`src/hdl/hsrl_pkg.sv`:
```
package hsrl_pkg;

    localparam int ANGLE_W = 16;
    localparam int PI_Q13 = 25736;
    localparam int TWO_PI_Q13 = 51472;
    localparam int HALF_PI_Q20 = 1647099;
    localparam int ATAN_ENTRIES = 24;
    // cordic vector width: 33-bit difference scaled by 2^24, plus growth
    localparam int CW = 60;
    localparam int ZW = 24;
    // limiter working width
    localparam int LW = 20;
    // divider: |d| * 2^16 fits in 34 bits
    localparam int DIV_W = 34;

    typedef enum logic [2:0] {
        ST_IDLE,
        ST_PREP,
        ST_CORDIC,
        ST_LIMIT,
        ST_DIV,
        ST_FINISH,
        ST_OUT
    } t_state;

    typedef struct packed {
        logic load;
        logic prep;
        logic cordic_step;
        logic limit;
        logic div_step;
        logic finish;
    } t_cmd;

    typedef struct packed {
        logic cordic_done;
        logic need_div;
        logic div_done;
    } t_status;

    function automatic logic [ZW-1:0] atan_q20(input logic [4:0] i);
        logic [ZW-1:0] v;
        case (i)
            5'd0: v = 24'd823550;
            5'd1: v = 24'd486170;
            5'd2: v = 24'd256879;
            5'd3: v = 24'd130396;
            5'd4: v = 24'd65451;
            5'd5: v = 24'd32757;
            5'd6: v = 24'd16383;
            5'd7: v = 24'd8192;
            5'd8: v = 24'd4096;
            5'd9: v = 24'd2048;
            5'd10: v = 24'd1024;
            5'd11: v = 24'd512;
            5'd12: v = 24'd256;
            5'd13: v = 24'd128;
            5'd14: v = 24'd64;
            5'd15: v = 24'd32;
            5'd16: v = 24'd16;
            5'd17: v = 24'd8;
            5'd18: v = 24'd4;
            5'd19: v = 24'd2;
            5'd20: v = 24'd1;
            default: v = '0;
        endcase
        return v;
    endfunction

endpackage

```
`src/hdl/hsrl_ctrl.sv`:
```
module hsrl_ctrl (
    input  logic              i_clk,
    input  logic              i_rst_n,
    input  logic              i_in_valid,
    output logic              o_in_ready,
    output logic              o_out_valid,
    input  logic              i_out_ready,
    input  hsrl_pkg::t_status i_status,
    output hsrl_pkg::t_cmd    o_cmd
);

    hsrl_pkg::t_state r_state, n_state;

    always_ff @(posedge i_clk) begin
        if (!i_rst_n) begin
            r_state <= hsrl_pkg::ST_IDLE;
        end else begin
            r_state <= n_state;
        end
    end

    always_comb begin
        n_state = r_state;
        o_cmd = '0;
        o_in_ready = 1'b0;
        o_out_valid = 1'b0;
        case (r_state)
            hsrl_pkg::ST_IDLE: begin
                o_in_ready = 1'b1;
                if (i_in_valid) begin
                    o_cmd.load = 1'b1;
                    n_state = hsrl_pkg::ST_PREP;
                end
            end
            hsrl_pkg::ST_PREP: begin
                o_cmd.prep = 1'b1;
                n_state = hsrl_pkg::ST_CORDIC;
            end
            hsrl_pkg::ST_CORDIC: begin
                o_cmd.cordic_step = 1'b1;
                if (i_status.cordic_done) n_state = hsrl_pkg::ST_LIMIT;
            end
            hsrl_pkg::ST_LIMIT: begin
                o_cmd.limit = 1'b1;
                n_state = hsrl_pkg::ST_DIV;
            end
            hsrl_pkg::ST_DIV: begin
                if (!i_status.need_div || i_status.div_done) begin
                    n_state = hsrl_pkg::ST_FINISH;
                end else begin
                    o_cmd.div_step = 1'b1;
                end
            end
            hsrl_pkg::ST_FINISH: begin
                o_cmd.finish = 1'b1;
                n_state = hsrl_pkg::ST_OUT;
            end
            hsrl_pkg::ST_OUT: begin
                o_out_valid = 1'b1;
                if (i_out_ready) n_state = hsrl_pkg::ST_IDLE;
            end
            default: n_state = hsrl_pkg::ST_IDLE;
        endcase
    end

endmodule

```
`src/hdl/hsrl_dp.sv`:
```
module hsrl_dp #(
    parameter int STEPS = 16
) (
    input  logic                i_clk,
    input  logic                i_rst_n,
    input  logic                i_cfg_we,
    input  logic [14:0]         i_cfg_data,
    input  logic signed [31:0]  i_look_x,
    input  logic signed [31:0]  i_look_y,
    input  logic signed [31:0]  i_pos_x,
    input  logic signed [31:0]  i_pos_y,
    input  logic [15:0]         i_step_time,
    input  hsrl_pkg::t_cmd      i_cmd,
    output hsrl_pkg::t_status   o_status,
    output logic signed [15:0]  o_heading,
    output logic signed [15:0]  o_heading_rate
);
    localparam int NSTEP = (STEPS < hsrl_pkg::ATAN_ENTRIES) ? STEPS : hsrl_pkg::ATAN_ENTRIES;
    localparam int CW = hsrl_pkg::CW;
    localparam int LW = hsrl_pkg::LW;
    localparam int DW = hsrl_pkg::DIV_W;

    logic [14:0] r_max_rate;
    logic signed [32:0] r_dx, r_dy;
    logic [15:0] r_dt;
    logic signed [CW-1:0] r_x, r_y;
    logic signed [hsrl_pkg::ZW-1:0] r_z;
    logic [4:0] r_iter;
    logic r_zero;
    logic signed [15:0] r_prev, r_prev_rate;
    logic signed [LW-1:0] r_yaw, r_limit;
    logic signed [16:0] r_rate;
    logic r_need_div, r_neg;
    logic [DW-1:0] r_rem, r_quo;
    logic [5:0] r_div_cnt;

    always_ff @(posedge i_clk) begin
        if (!i_rst_n) begin
            r_max_rate <= 15'd25736;
        end else if (i_cfg_we) begin
            r_max_rate <= i_cfg_data;
        end
    end

    // load and quadrant pre-rotation
    logic signed [CW-1:0] sx, sy;
    assign sx = CW'(r_dx) <<< 24;
    assign sy = CW'(r_dy) <<< 24;

    logic signed [CW-1:0] shx, shy;
    assign shx = r_x >>> r_iter;
    assign shy = r_y >>> r_iter;
    logic signed [hsrl_pkg::ZW-1:0] atan_v;
    assign atan_v = hsrl_pkg::ZW'(hsrl_pkg::atan_q20(r_iter));

    always_ff @(posedge i_clk) begin
        if (i_cmd.load) begin
            r_dx <= 33'(i_look_x) - 33'(i_pos_x);
            r_dy <= 33'(i_look_y) - 33'(i_pos_y);
            r_dt <= i_step_time;
        end
        if (i_cmd.prep) begin
            r_iter <= '0;
            r_zero <= (r_dx == '0) && (r_dy == '0);
            r_limit <= LW'((32'(r_max_rate) * 32'(r_dt)) >> 16);
            if (r_dx < 0) begin
                if (r_dy >= 0) begin
                    r_x <= sy; r_y <= -sx; r_z <= hsrl_pkg::ZW'(hsrl_pkg::HALF_PI_Q20);
                end else begin
                    r_x <= -sy; r_y <= sx; r_z <= -hsrl_pkg::ZW'(hsrl_pkg::HALF_PI_Q20);
                end
            end else begin
                r_x <= sx; r_y <= sy; r_z <= '0;
            end
        end
        if (i_cmd.cordic_step) begin
            if (r_y > 0) begin
                r_x <= r_x + shy; r_y <= r_y - shx; r_z <= r_z + atan_v;
            end else begin
                r_x <= r_x - shy; r_y <= r_y + shx; r_z <= r_z - atan_v;
            end
            r_iter <= r_iter + 5'd1;
        end
    end
    assign o_status.cordic_done = (32'(r_iter) == NSTEP - 1);

    // limiter
    logic signed [hsrl_pkg::ZW-1:0] zr;
    logic signed [LW-1:0] target, d, last, yaw_m, yaw_p, rmax;
    assign zr = (r_z + hsrl_pkg::ZW'(64)) >>> 7;
    assign last = LW'(r_prev);
    assign target = r_zero ? last : LW'(zr);
    assign d = target - last;
    assign rmax = LW'({1'b0, r_max_rate});
    always_comb begin
        yaw_m = last - r_limit;
        if (yaw_m < -LW'(hsrl_pkg::PI_Q13)) yaw_m = yaw_m + LW'(hsrl_pkg::TWO_PI_Q13);
        yaw_p = last + r_limit;
        if (yaw_p > LW'(hsrl_pkg::PI_Q13)) yaw_p = yaw_p - LW'(hsrl_pkg::TWO_PI_Q13);
    end

    logic signed [LW-1:0] d_abs;
    assign d_abs = d < 0 ? -d : d;

    always_ff @(posedge i_clk) begin
        if (i_cmd.limit) begin
            r_need_div <= 1'b0;
            if (d > LW'(hsrl_pkg::PI_Q13)) begin
                r_yaw <= (d - LW'(hsrl_pkg::TWO_PI_Q13) < -r_limit) ? yaw_m : target;
                r_rate <= -17'(rmax);
            end else if (d < -LW'(hsrl_pkg::PI_Q13)) begin
                r_yaw <= (d + LW'(hsrl_pkg::TWO_PI_Q13) > r_limit) ? yaw_p : target;
                r_rate <= 17'(rmax);
            end else if (d < -r_limit) begin
                r_yaw <= yaw_m; r_rate <= -17'(rmax);
            end else if (d > r_limit) begin
                r_yaw <= yaw_p; r_rate <= 17'(rmax);
            end else begin
                r_yaw <= target;
                if (r_dt == '0) begin
                    r_rate <= (d > 0) ? 17'sd32767 : ((d < 0) ? -17'sd32768 : 17'sd0);
                end else begin
                    r_rate <= '0;
                    r_need_div <= (d != 0);
                end
            end
            r_neg <= d < 0;
            r_rem <= '0;
            r_quo <= DW'(d_abs) << 16;
            r_div_cnt <= '0;
        end
        if (i_cmd.div_step) begin
            // restoring division one quotient bit per cycle
            logic [DW:0] trial;
            trial = {r_rem, r_quo[DW-1]} - (DW+1)'(r_dt);
            if (!trial[DW]) begin
                r_rem <= trial[DW-1:0];
                r_quo <= {r_quo[DW-2:0], 1'b1};
            end else begin
                r_rem <= {r_rem[DW-2:0], r_quo[DW-1]};
                r_quo <= {r_quo[DW-2:0], 1'b0};
            end
            r_div_cnt <= r_div_cnt + 6'd1;
        end
    end
    assign o_status.need_div = r_need_div;
    assign o_status.div_done = (32'(r_div_cnt) == DW);

    // saturated quotient
    logic signed [16:0] qrate;
    always_comb begin
        if (r_neg) qrate = (r_quo > DW'(32768)) ? -17'sd32768 : -17'(signed'({1'b0, r_quo[15:0]}));
        else qrate = (r_quo > DW'(32767)) ? 17'sd32767 : 17'(r_quo[15:0]);
        if (r_quo == DW'(32768) && r_neg) qrate = -17'sd32768;
    end

    logic signed [16:0] rate_f;
    assign rate_f = r_need_div ? qrate : r_rate;
    logic signed [LW-1:0] diff, yaw_f, ysum;
    logic signed [17:0] rsum;
    assign diff = (r_yaw - last) < 0 ? -(r_yaw - last) : (r_yaw - last);
    assign ysum = (last + r_yaw) >>> 1;
    assign yaw_f = (diff <= r_limit) ? ysum : r_yaw;
    assign rsum = (18'(r_prev_rate) + 18'(rate_f)) >>> 1;

    always_ff @(posedge i_clk) begin
        if (!i_rst_n) begin
            r_prev <= '0;
            r_prev_rate <= '0;
        end else if (i_cmd.finish) begin
            r_prev <= (yaw_f > LW'(32767)) ? 16'sd32767 :
                      (yaw_f < -LW'(32768)) ? -16'sd32768 : yaw_f[15:0];
            r_prev_rate <= (rsum > 18'sd32767) ? 16'sd32767 :
                           (rsum < -18'sd32768) ? -16'sd32768 : rsum[15:0];
        end
    end

    assign o_heading = r_prev;
    assign o_heading_rate = r_prev_rate;

endmodule

```
`src/hdl/heading_slew_rate_limiter.sv`:
```
// a transaction runs through load, pre-rotation, the cordic steps, the limiter, an optional rate divide and finish
// the cordic iterates one step a cycle, the rate divide one quotient bit a cycle
// only one transaction is in flight at a time, and its result waits for the output handshake
// next input is taken the cycle after the result transaction completes
// reset (synchronous, active low): max_rate to pi, stored heading and rate to zero
module heading_slew_rate_limiter #(
    parameter int CORDIC_STEPS = 16
) (
    input  logic         i_clk,
    input  logic         i_rst_n,
    input  logic         i_cfg_we,
    input  logic [14:0]  i_cfg_data,      // max_rate
    input  logic         s_axis_tvalid,
    output logic         s_axis_tready,
    input  logic [143:0] s_axis_tdata,    // look_x, look_y, pos_x, pos_y, step_time
    output logic         m_axis_tvalid,
    input  logic         m_axis_tready,
    output logic [31:0]  m_axis_tdata     // heading, heading_rate
);

    hsrl_pkg::t_cmd cmd;
    hsrl_pkg::t_status status;
    logic signed [15:0] heading, heading_rate;

    hsrl_ctrl u_ctrl (
        .i_clk(i_clk), .i_rst_n(i_rst_n),
        .i_in_valid(s_axis_tvalid), .o_in_ready(s_axis_tready),
        .o_out_valid(m_axis_tvalid), .i_out_ready(m_axis_tready),
        .i_status(status), .o_cmd(cmd)
    );

    hsrl_dp #(.STEPS(CORDIC_STEPS)) u_dp (
        .i_clk(i_clk), .i_rst_n(i_rst_n),
        .i_cfg_we(i_cfg_we), .i_cfg_data(i_cfg_data),
        .i_look_x(s_axis_tdata[31:0]), .i_look_y(s_axis_tdata[63:32]),
        .i_pos_x(s_axis_tdata[95:64]), .i_pos_y(s_axis_tdata[127:96]),
        .i_step_time(s_axis_tdata[143:128]),
        .i_cmd(cmd), .o_status(status),
        .o_heading(heading), .o_heading_rate(heading_rate)
    );

    assign m_axis_tdata = {heading_rate, heading};

endmodule

```
`config.mk`:
```
export PLATFORM = sky130hd
export DESIGN_NAME = heading_slew_rate_limiter
export DESIGN_NICKNAME = d
export VERILOG_FILES = /design/src/hdl/hsrl_pkg.sv /design/src/hdl/hsrl_ctrl.sv /design/src/hdl/hsrl_dp.sv /design/src/hdl/heading_slew_rate_limiter.sv
export SDC_FILE = /design/constraint.sdc
export NUM_CORES = 2
export LEC_CHECK = 0
export BUFFER_PORTS_ARGS = -buffer_cell sky130_fd_sc_hd__buf_4
export CORE_AREA = 4 4 318 320
export CTS_CLUSTER_SIZE = 25
export DETAILED_ROUTE_END_ITERATION = 10
export DIE_AREA = 0 0 322 324
export PLACE_DENSITY = 0.77
export SKIP_CTS_REPAIR_TIMING = 1
export SLEW_MARGIN = 20
export SYNTH_ARGS = -nofsm -noshare
export SYNTH_HDL_FRONTEND = slang
export SYNTH_SLANG_ARGS = --single-unit
```
`constraint.sdc`:
```
create_clock -name i_clk -period 19.3 [get_ports i_clk]
set_input_delay 3.86 -clock i_clk [delete_from_list [all_inputs] [get_ports i_clk]]
set_output_delay 3.86 -clock i_clk [all_outputs]
set_load 0.02 [all_outputs]
```
### Word-level counts from Yosys, hierarchy flattened

Memories as Yosys holds them, arrays and structs flattened. A register that Yosys moved wholly into a read port is not among the register bits.
Index checks and enable logic that the tools add are counted.

* multiplexer cells: 69
* equality and inequality tests: 13
* add/subtract/negate cells: 30
* $mul: 1
* shifts and indexed selects: 2
* magnitude comparators: 21
* reductions and logical operators: 13

Operator list (number)
* 2-to-1 mux 60 bit: 10
* 2-to-1 mux 20 bit: 11
* 2-to-1 mux 17 bit: 11
* 2-to-1 mux 34 bit: 5
* adder 60 bit: 2
* 2-to-1 mux 24 bit: 5
* negation 57 -> 60 bit: 2
* >>> shifter 60 x 5 -> 60 bit: 2
* subtractor 60 bit: 2
* 2-to-1 mux 16 bit: 5
* logical NOT 33 bit: 2
* subtractor 32 x 32 -> 33 bit: 2
* > comparator 20 x 16 -> 1 bit (second input constant): 3
* > comparator 60 x 1 -> 1 bit (second input constant): 1
* less-than comparator 20 x 16 -> 1 bit (second input constant): 3
* adder 20 x 17 -> 20 bit (second input constant): 2
* > comparator 20 x 16 -> 1 bit: 2
* less-than comparator 20 bit: 2
* subtractor 20 x 16 -> 20 bit: 2
* subtractor 20 x 17 -> 20 bit (second input constant): 2
* subtractor 35 x 16 -> 35 bit: 1
* == test 34 x 16 -> 1 bit (second input constant): 1
* > comparator 34 x 15 -> 1 bit (second input constant): 1
* > comparator 34 x 16 -> 1 bit (second input constant): 1
* other kinds (46): 69

* memories: 1
* input port bits: 164
* bits in registers: 410
* memory bits (read-only): 640

Memory list
* (no name shown): words 32, width 20, read ports 1, clocked after Yosys merged registers in 1, write ports 0, line hsrl_pkg.sv:43 `case (i)`

### Longest topological paths before layout

* depth in word-level cells: 11
* mapped depth: 34
* gate-level depth less buffers: 29

### Modules after synthesis

From an unflattened synthesis, not the netlist that was laid out.

* cells, all modules: 6947
* area total of the unflattened synthesis: 58887.7 um^2

By module, submodules not included
* hsrl_dp: cells each 6922, area each 58693.8 um^2, instances 1, seq. area each 12091.6 um^2
* hsrl_ctrl: cells each 25, area each 193.9 um^2, instances 1, seq. area each 60.1 um^2

### Worst setup path after synthesis

No wires, ideal clock.

* kind: reg2reg
* from: register u_dp.r_iter[4]
* to: register u_dp.r_x[53] (data pin)
* setup slack: 12.322 ns
* clock period less this slack: 6.978 ns
* path buffers: 10
* stages on the path, launching flop included: 35
* arrival time: 6.711 ns
* cell sequence: edfxtp_1 > clkbuf_1 > inv_2 > buf_2 > clkbuf_1 > buf_2 > clkbuf_1 > clkbuf_1 > clkbuf_1 > buf_1 > buf_1 > nand2_1 > and2_1 > ha_1 > o211ai_1 > nor3_1 > o21ai_0 > nor2_1 > nor2_1 > xnor2_1 > ha_1 > clkbuf_1 > a21oi_1 > o21ai_0 > a41oi_1 > o21ai_0 > a221oi_1 > a31oi_1 > a21oi_1 > o21ai_0 > a21oi_1 > o21ai_0 > a21boi_0 > xor2_1 > o21ai_0

* cells in the longest elaborated chain, start to end: 4
* elaborated cells on any way between the ends: 5
* those cells by class: 2 x add/sub; 1 x shift; 2 x mux

Ends and longest elaborated chain
* start: declaration: line hsrl_dp.sv:28 `logic [4:0] r_iter;`
* start signal: assignment: line hsrl_dp.sv:82 `r_iter <= r_iter + 5'd1;`
* >>> shifter 60 x 5 -> 60 bit *: line hsrl_dp.sv:52 `assign shy = r_y >>> r_iter;`
* subtractor 60 bit or adder 60 bit (tied branches): line hsrl_dp.sv:80, hsrl_dp.sv:78
* 2-to-1 mux 60 bit *: line hsrl_dp.sv:77 `if (r_y > 0) begin`
* 2-to-1 mux 60 bit *: line hsrl_dp.sv:76 `if (i_cmd.cordic_step) begin`
* end signal: assignment: line hsrl_dp.sv:68 `r_x <= sy; r_y <= -sx; r_z <= hsrl_pkg::ZW'(hsrl_pkg::HALF_PI_Q20);`
* end signal: assignment: line hsrl_dp.sv:78 `r_x <= r_x + shy; r_y <= r_y - shx; r_z <= r_z + atan_v;`
* end signal: assignment: line hsrl_dp.sv:80 `r_x <= r_x - shy; r_y <= r_y + shx; r_z <= r_z - atan_v;`
* end: declaration: line hsrl_dp.sv:26 `logic signed [CW-1:0] r_x, r_y;`

Every way passes the cells marked *; elsewhere a longest branch is shown, timed or not.
A chain may end at the register's enable or synchronous reset.

### Worst setup path in the final report

* from: register u_dp.r_iter[1]
* to: register u_dp.r_x[53] (data pin)

The elaborated chain is that of the path after synthesis.

==> results.py <==
metrics = {
    "critical_path": {
        "cp_top_family": "compound AO/OA/AOI/OAI gates",
        "crit_type": "reg2reg",
        "r2r-end": "u_dp.r_x[53]",
        "critPathBufInv": 2,
        "required_ns": 19.69,
        "path_max_fanout": 75,
        "rrSetupSlack_ns": 10.0,
        "startpoint_type": "register",
        "slowest_stage": "buf_4",
        "rr_worst_depth": 27,
        "crit_top_cell": "o21ai_0",
        "critical_path_arrival_ns": 9.70,
        "critPathMaxStageDelay_ns": 0.80,
        "end_kind": "register",
        "timing.rr.start": "u_dp.r_iter[1]",
    },
    "synth": {
        "syn_area_per_cell_um2": 8.57,
        "synthTopCellsByArea": "edfxtp_1 18%, ha_1 11%, mux4_2 6.6%",
        "synthesis.instances": 6838,
        "synth_seq_cells": 430,
        "syn_nets": 7714,
        "yosysWarnings": 0,
        "syn_area_mm2": 0.0586,
        "synth_top_flop_cell": "edfxtp_1",
        "ys_seq_area_share_pct": 20.8,
        "synth_top_area_share_pct": 18.4,
        "async_reset_ff_share_pct": 0,
        "synth_edf_count": 360,
        "yosys.area.top_type": "edfxtp_1",
        "yosys.cell_types.count": 114,
    },
    "floorplanning": {
        "die-area_mm2": 0.104,
        "core_mm2": 0.0981,
        "die_h_um": 324,
        "start_util_pct": 59.7,
        "die_w_um": 322,
        "num_rows": 115,
        "io_pins": 198,
    },
    "final_layout": {
        "layout_commonest_cell": "nand2_1",
        "area_growth_pct": 6.82,
        "final_cell_mix": "611 x nand2_1, 582 x nor2_1, 521 x ha_1",
        "n_fill_cell": 8394,
        "final_nets": 7707,
        "instances_no_fill": 8160,
        "antenna_cells": 0,
        "layout-drive-gt1-share_pct": 9.21,
    },
    "min_path": {
        "worst_hold_path.num_cells": 2,
        "hold_start": "u_dp.o_heading_rate[1]",
        "holdCritPathClass": "reg2reg",
        "min_to": "u_dp.o_heading_rate[1]",
    },
    "sta": {
        "fmax_mhz": 107,
        "slew_violations": 0,
        "holdWs_ns": 0.535,
        "period_share_pct": 48.2,
        "fin_skew_ns": 0.0377,
        "rsz0062_at_grt": "no",
        "final-setup-viol-count": 0,
        "tightest_slew_ns": 1.13,
        "final_hold_viol_count": 0,
        "fin_crit_ns": 9.30,
        "setup_tns_ns": 0,
        "maxSlewHeadroom_pct": 24.8,
    },
    "global_routing": {
        "track_usage_pct": 34.4,
        "gr-total-overflow": 0,
        "grt_max_degree": 127,
        "antenna_found_initial": 1,
        "grt_pass1_vias": 51200,
        "grt_pass1_wl_um": 285000,
    },
    "clock_network": {
        "cts_tree": "built",
        "clockBufferDepth": 3,
        "worstSkewPairLatency_ns": 0.68,
        "htreeDepth": 2,
        "clkTransAtPathRegs_ns": 0.06,
        "numCtsBuffers": 53,
        "clock-sinks": 430,
        "cts_root_buf": "clkbuf_16",
    },
    "drt": {
        "drt-vias-per-instance": 6.65,
        "firstDrtPassIters": 8,
        "num_vias": 54200,
        "drt-initial-drc-count": 5903,
        "final_antenna_net_count": 0,
        "drt-total-wl_um": 185000,
        "drc_errors": 0,
        "wl_per_cell_um": 22.7,
    },
    "placed_design": {
        "placed_cells": 8061,
        "dp_hpwl_um": 142000,
        "gp_congestion": 1.02,
        "numPortBuffers": 197,
    },
    "power": {
        "power_density_mw_per_mm2": 179,
        "ir_drop_mv": 0.166,
        "power.static_leakage_nw": 26.2,
    },
    "status": {
        "outcome": "finished, final reports clean",
    },
    "run": {
        "drv_cap": 0,
    },
}
-- area by class of cell --
| cell class | count | area, um2 | share of cell area (%) |
|---|---|---|---|
| flip-flops and latches | 430 | 12200 | 19.5 |
| inverters | 517 | 1950 | 3.12 |
| repair buffers | 265 | 2030 | 3.25 |
| clock buffers | 61 | 1360 | 2.17 |
| well taps | 1287 | 1610 | 2.57 |
| multi-input cells | 5564 | 43100 | 68.8 |
| clock inverters | 36 | 363 | 0.579 |
-- synth_stat cells (52+ instances only) --
master,instances
a21o_1,123
a21oi_1,466
a31oi_1,69
and2_1,129
clkbuf_1,250
dfxtp_1,70
edfxtp_1,360
fa_1,191
ha_1,521
inv_1,510
mux2i_1,108
mux4_2,173
nand2_1,613
nand2b_1,63
nand3_1,148
nand4_1,52
nor2_1,584
nor2b_1,84
nor3_1,177
nor4_1,58
o211ai_1,104
o21a_1,95
o21ai_0,454
o21bai_1,54
o31ai_1,67
or3_1,90
xnor2_1,313
xor2_1,204
-- registers in the layout (all words and copies together) (netlist names) --
signal               cells
u_dp.r_x                60
u_dp.r_max_rate         15
u_dp.r_rem              34
u_dp.r_zero              1
u_dp.atan_v             20
u_dp.r_dx               33
u_dp.r_z                24
u_dp.o_heading          16
u_dp.r_limit            15
u_dp.r_rate             17
u_ctrl.r_state           3
u_dp.r_yaw              20
u_dp.r_quo              34
u_dp.r_dy               33
u_dp.r_div_cnt           6
u_dp.r_need_div          1
u_dp.r_y                60
u_dp.r_iter              5
u_dp.r_neg               1
u_dp.o_heading_rate     16
u_dp.r_dt               16
-- cells by family (layout without fill, tap and decap cells) --
logic type,count (synthesis),count (layout),synth area share (%)
xor+xnor,517,517,7.72
flops,430,430,20.8
fa+ha+maj,714,714,17.7
compound gates,1784,1784,19.4
mux,347,347,10.4
simple gates,2202,2202,18.2
buf+inv,844,879,5.78
-- worst register-to-register path: cells and delay by family (launching register included) --
kind / cells / cell delay (ns)
adder cells (fa/ha/maj): 1 / 0.35
AO/OA/AOI/OAI: 15 / 3.52
flip-flops: 1 / 0.32
buffers and inverters: 2 / 1.63
XOR/XNOR: 2 / 0.42
AND/OR/NAND/NOR: 5 / 1.53
multiplexers: 2 / 1.29
-- metrics by stage --
stage          util, %  power [W]  area (um2)  worst slack [ns]
2_1_floorplan        -    0.00779       58600             12.32
3_3_place_gp      62.0    0.00980       60800             10.25
3_5_place_dp      62.0    0.00993       60800             10.22
4_1_cts           63.8     0.0110       62600             10.20
5_1_grt           63.8     0.0121       62600              9.28
6_report          63.8     0.0112       62600              10.0
-- routing by layer --
| layer | wire (um) | global-route usage (%) | part of all wire, % | up-vias |
|---|---|---|---|---|
| met1 | 74800 | 46.1 | 40 | 25900 |
| li1 | - | - | - | 24900 |
| met2 | 82100 | 54.6 | 44 | 2855 |
| met5 | 0 | 0 | 0 | - |
| met4 | 8040 | 13.4 | 4.3 | 0 |
| met3 | 20100 | 7.67 | 11 | 501 |
-- worst max path at each step --
| stage | cells past startpoint | to | from | slack (ns) |
|---|---|---|---|---|
| 6_report | 27 | u_dp.r_x[53] | u_dp.r_iter[1] | 10.0 |
| 5_1_grt | 27 | u_dp.r_x[53] | u_dp.r_iter[1] | 9.28 |
| 3_5_place_dp | 27 | u_dp.r_x[53] | u_dp.r_iter[1] | 10.22 |
| 3_3_place_gp | 27 | u_dp.r_x[53] | u_dp.r_iter[1] | 10.25 |
| 4_1_cts | 27 | u_dp.r_x[53] | u_dp.r_iter[1] | 10.20 |
| 2_1_floorplan | 34 | u_dp.r_x[53] | u_dp.r_iter[4] | 12.32 |
-- power by group --
part           total (W)  internal (W)  switching [W]  leakage (nW)
combinational    0.00844       0.00340        0.00504          21.4
sequential       0.00176       0.00139       0.000366          3.97
clock            0.00102      0.000575       0.000450         0.835
Power figures use the tool's default switching activity.
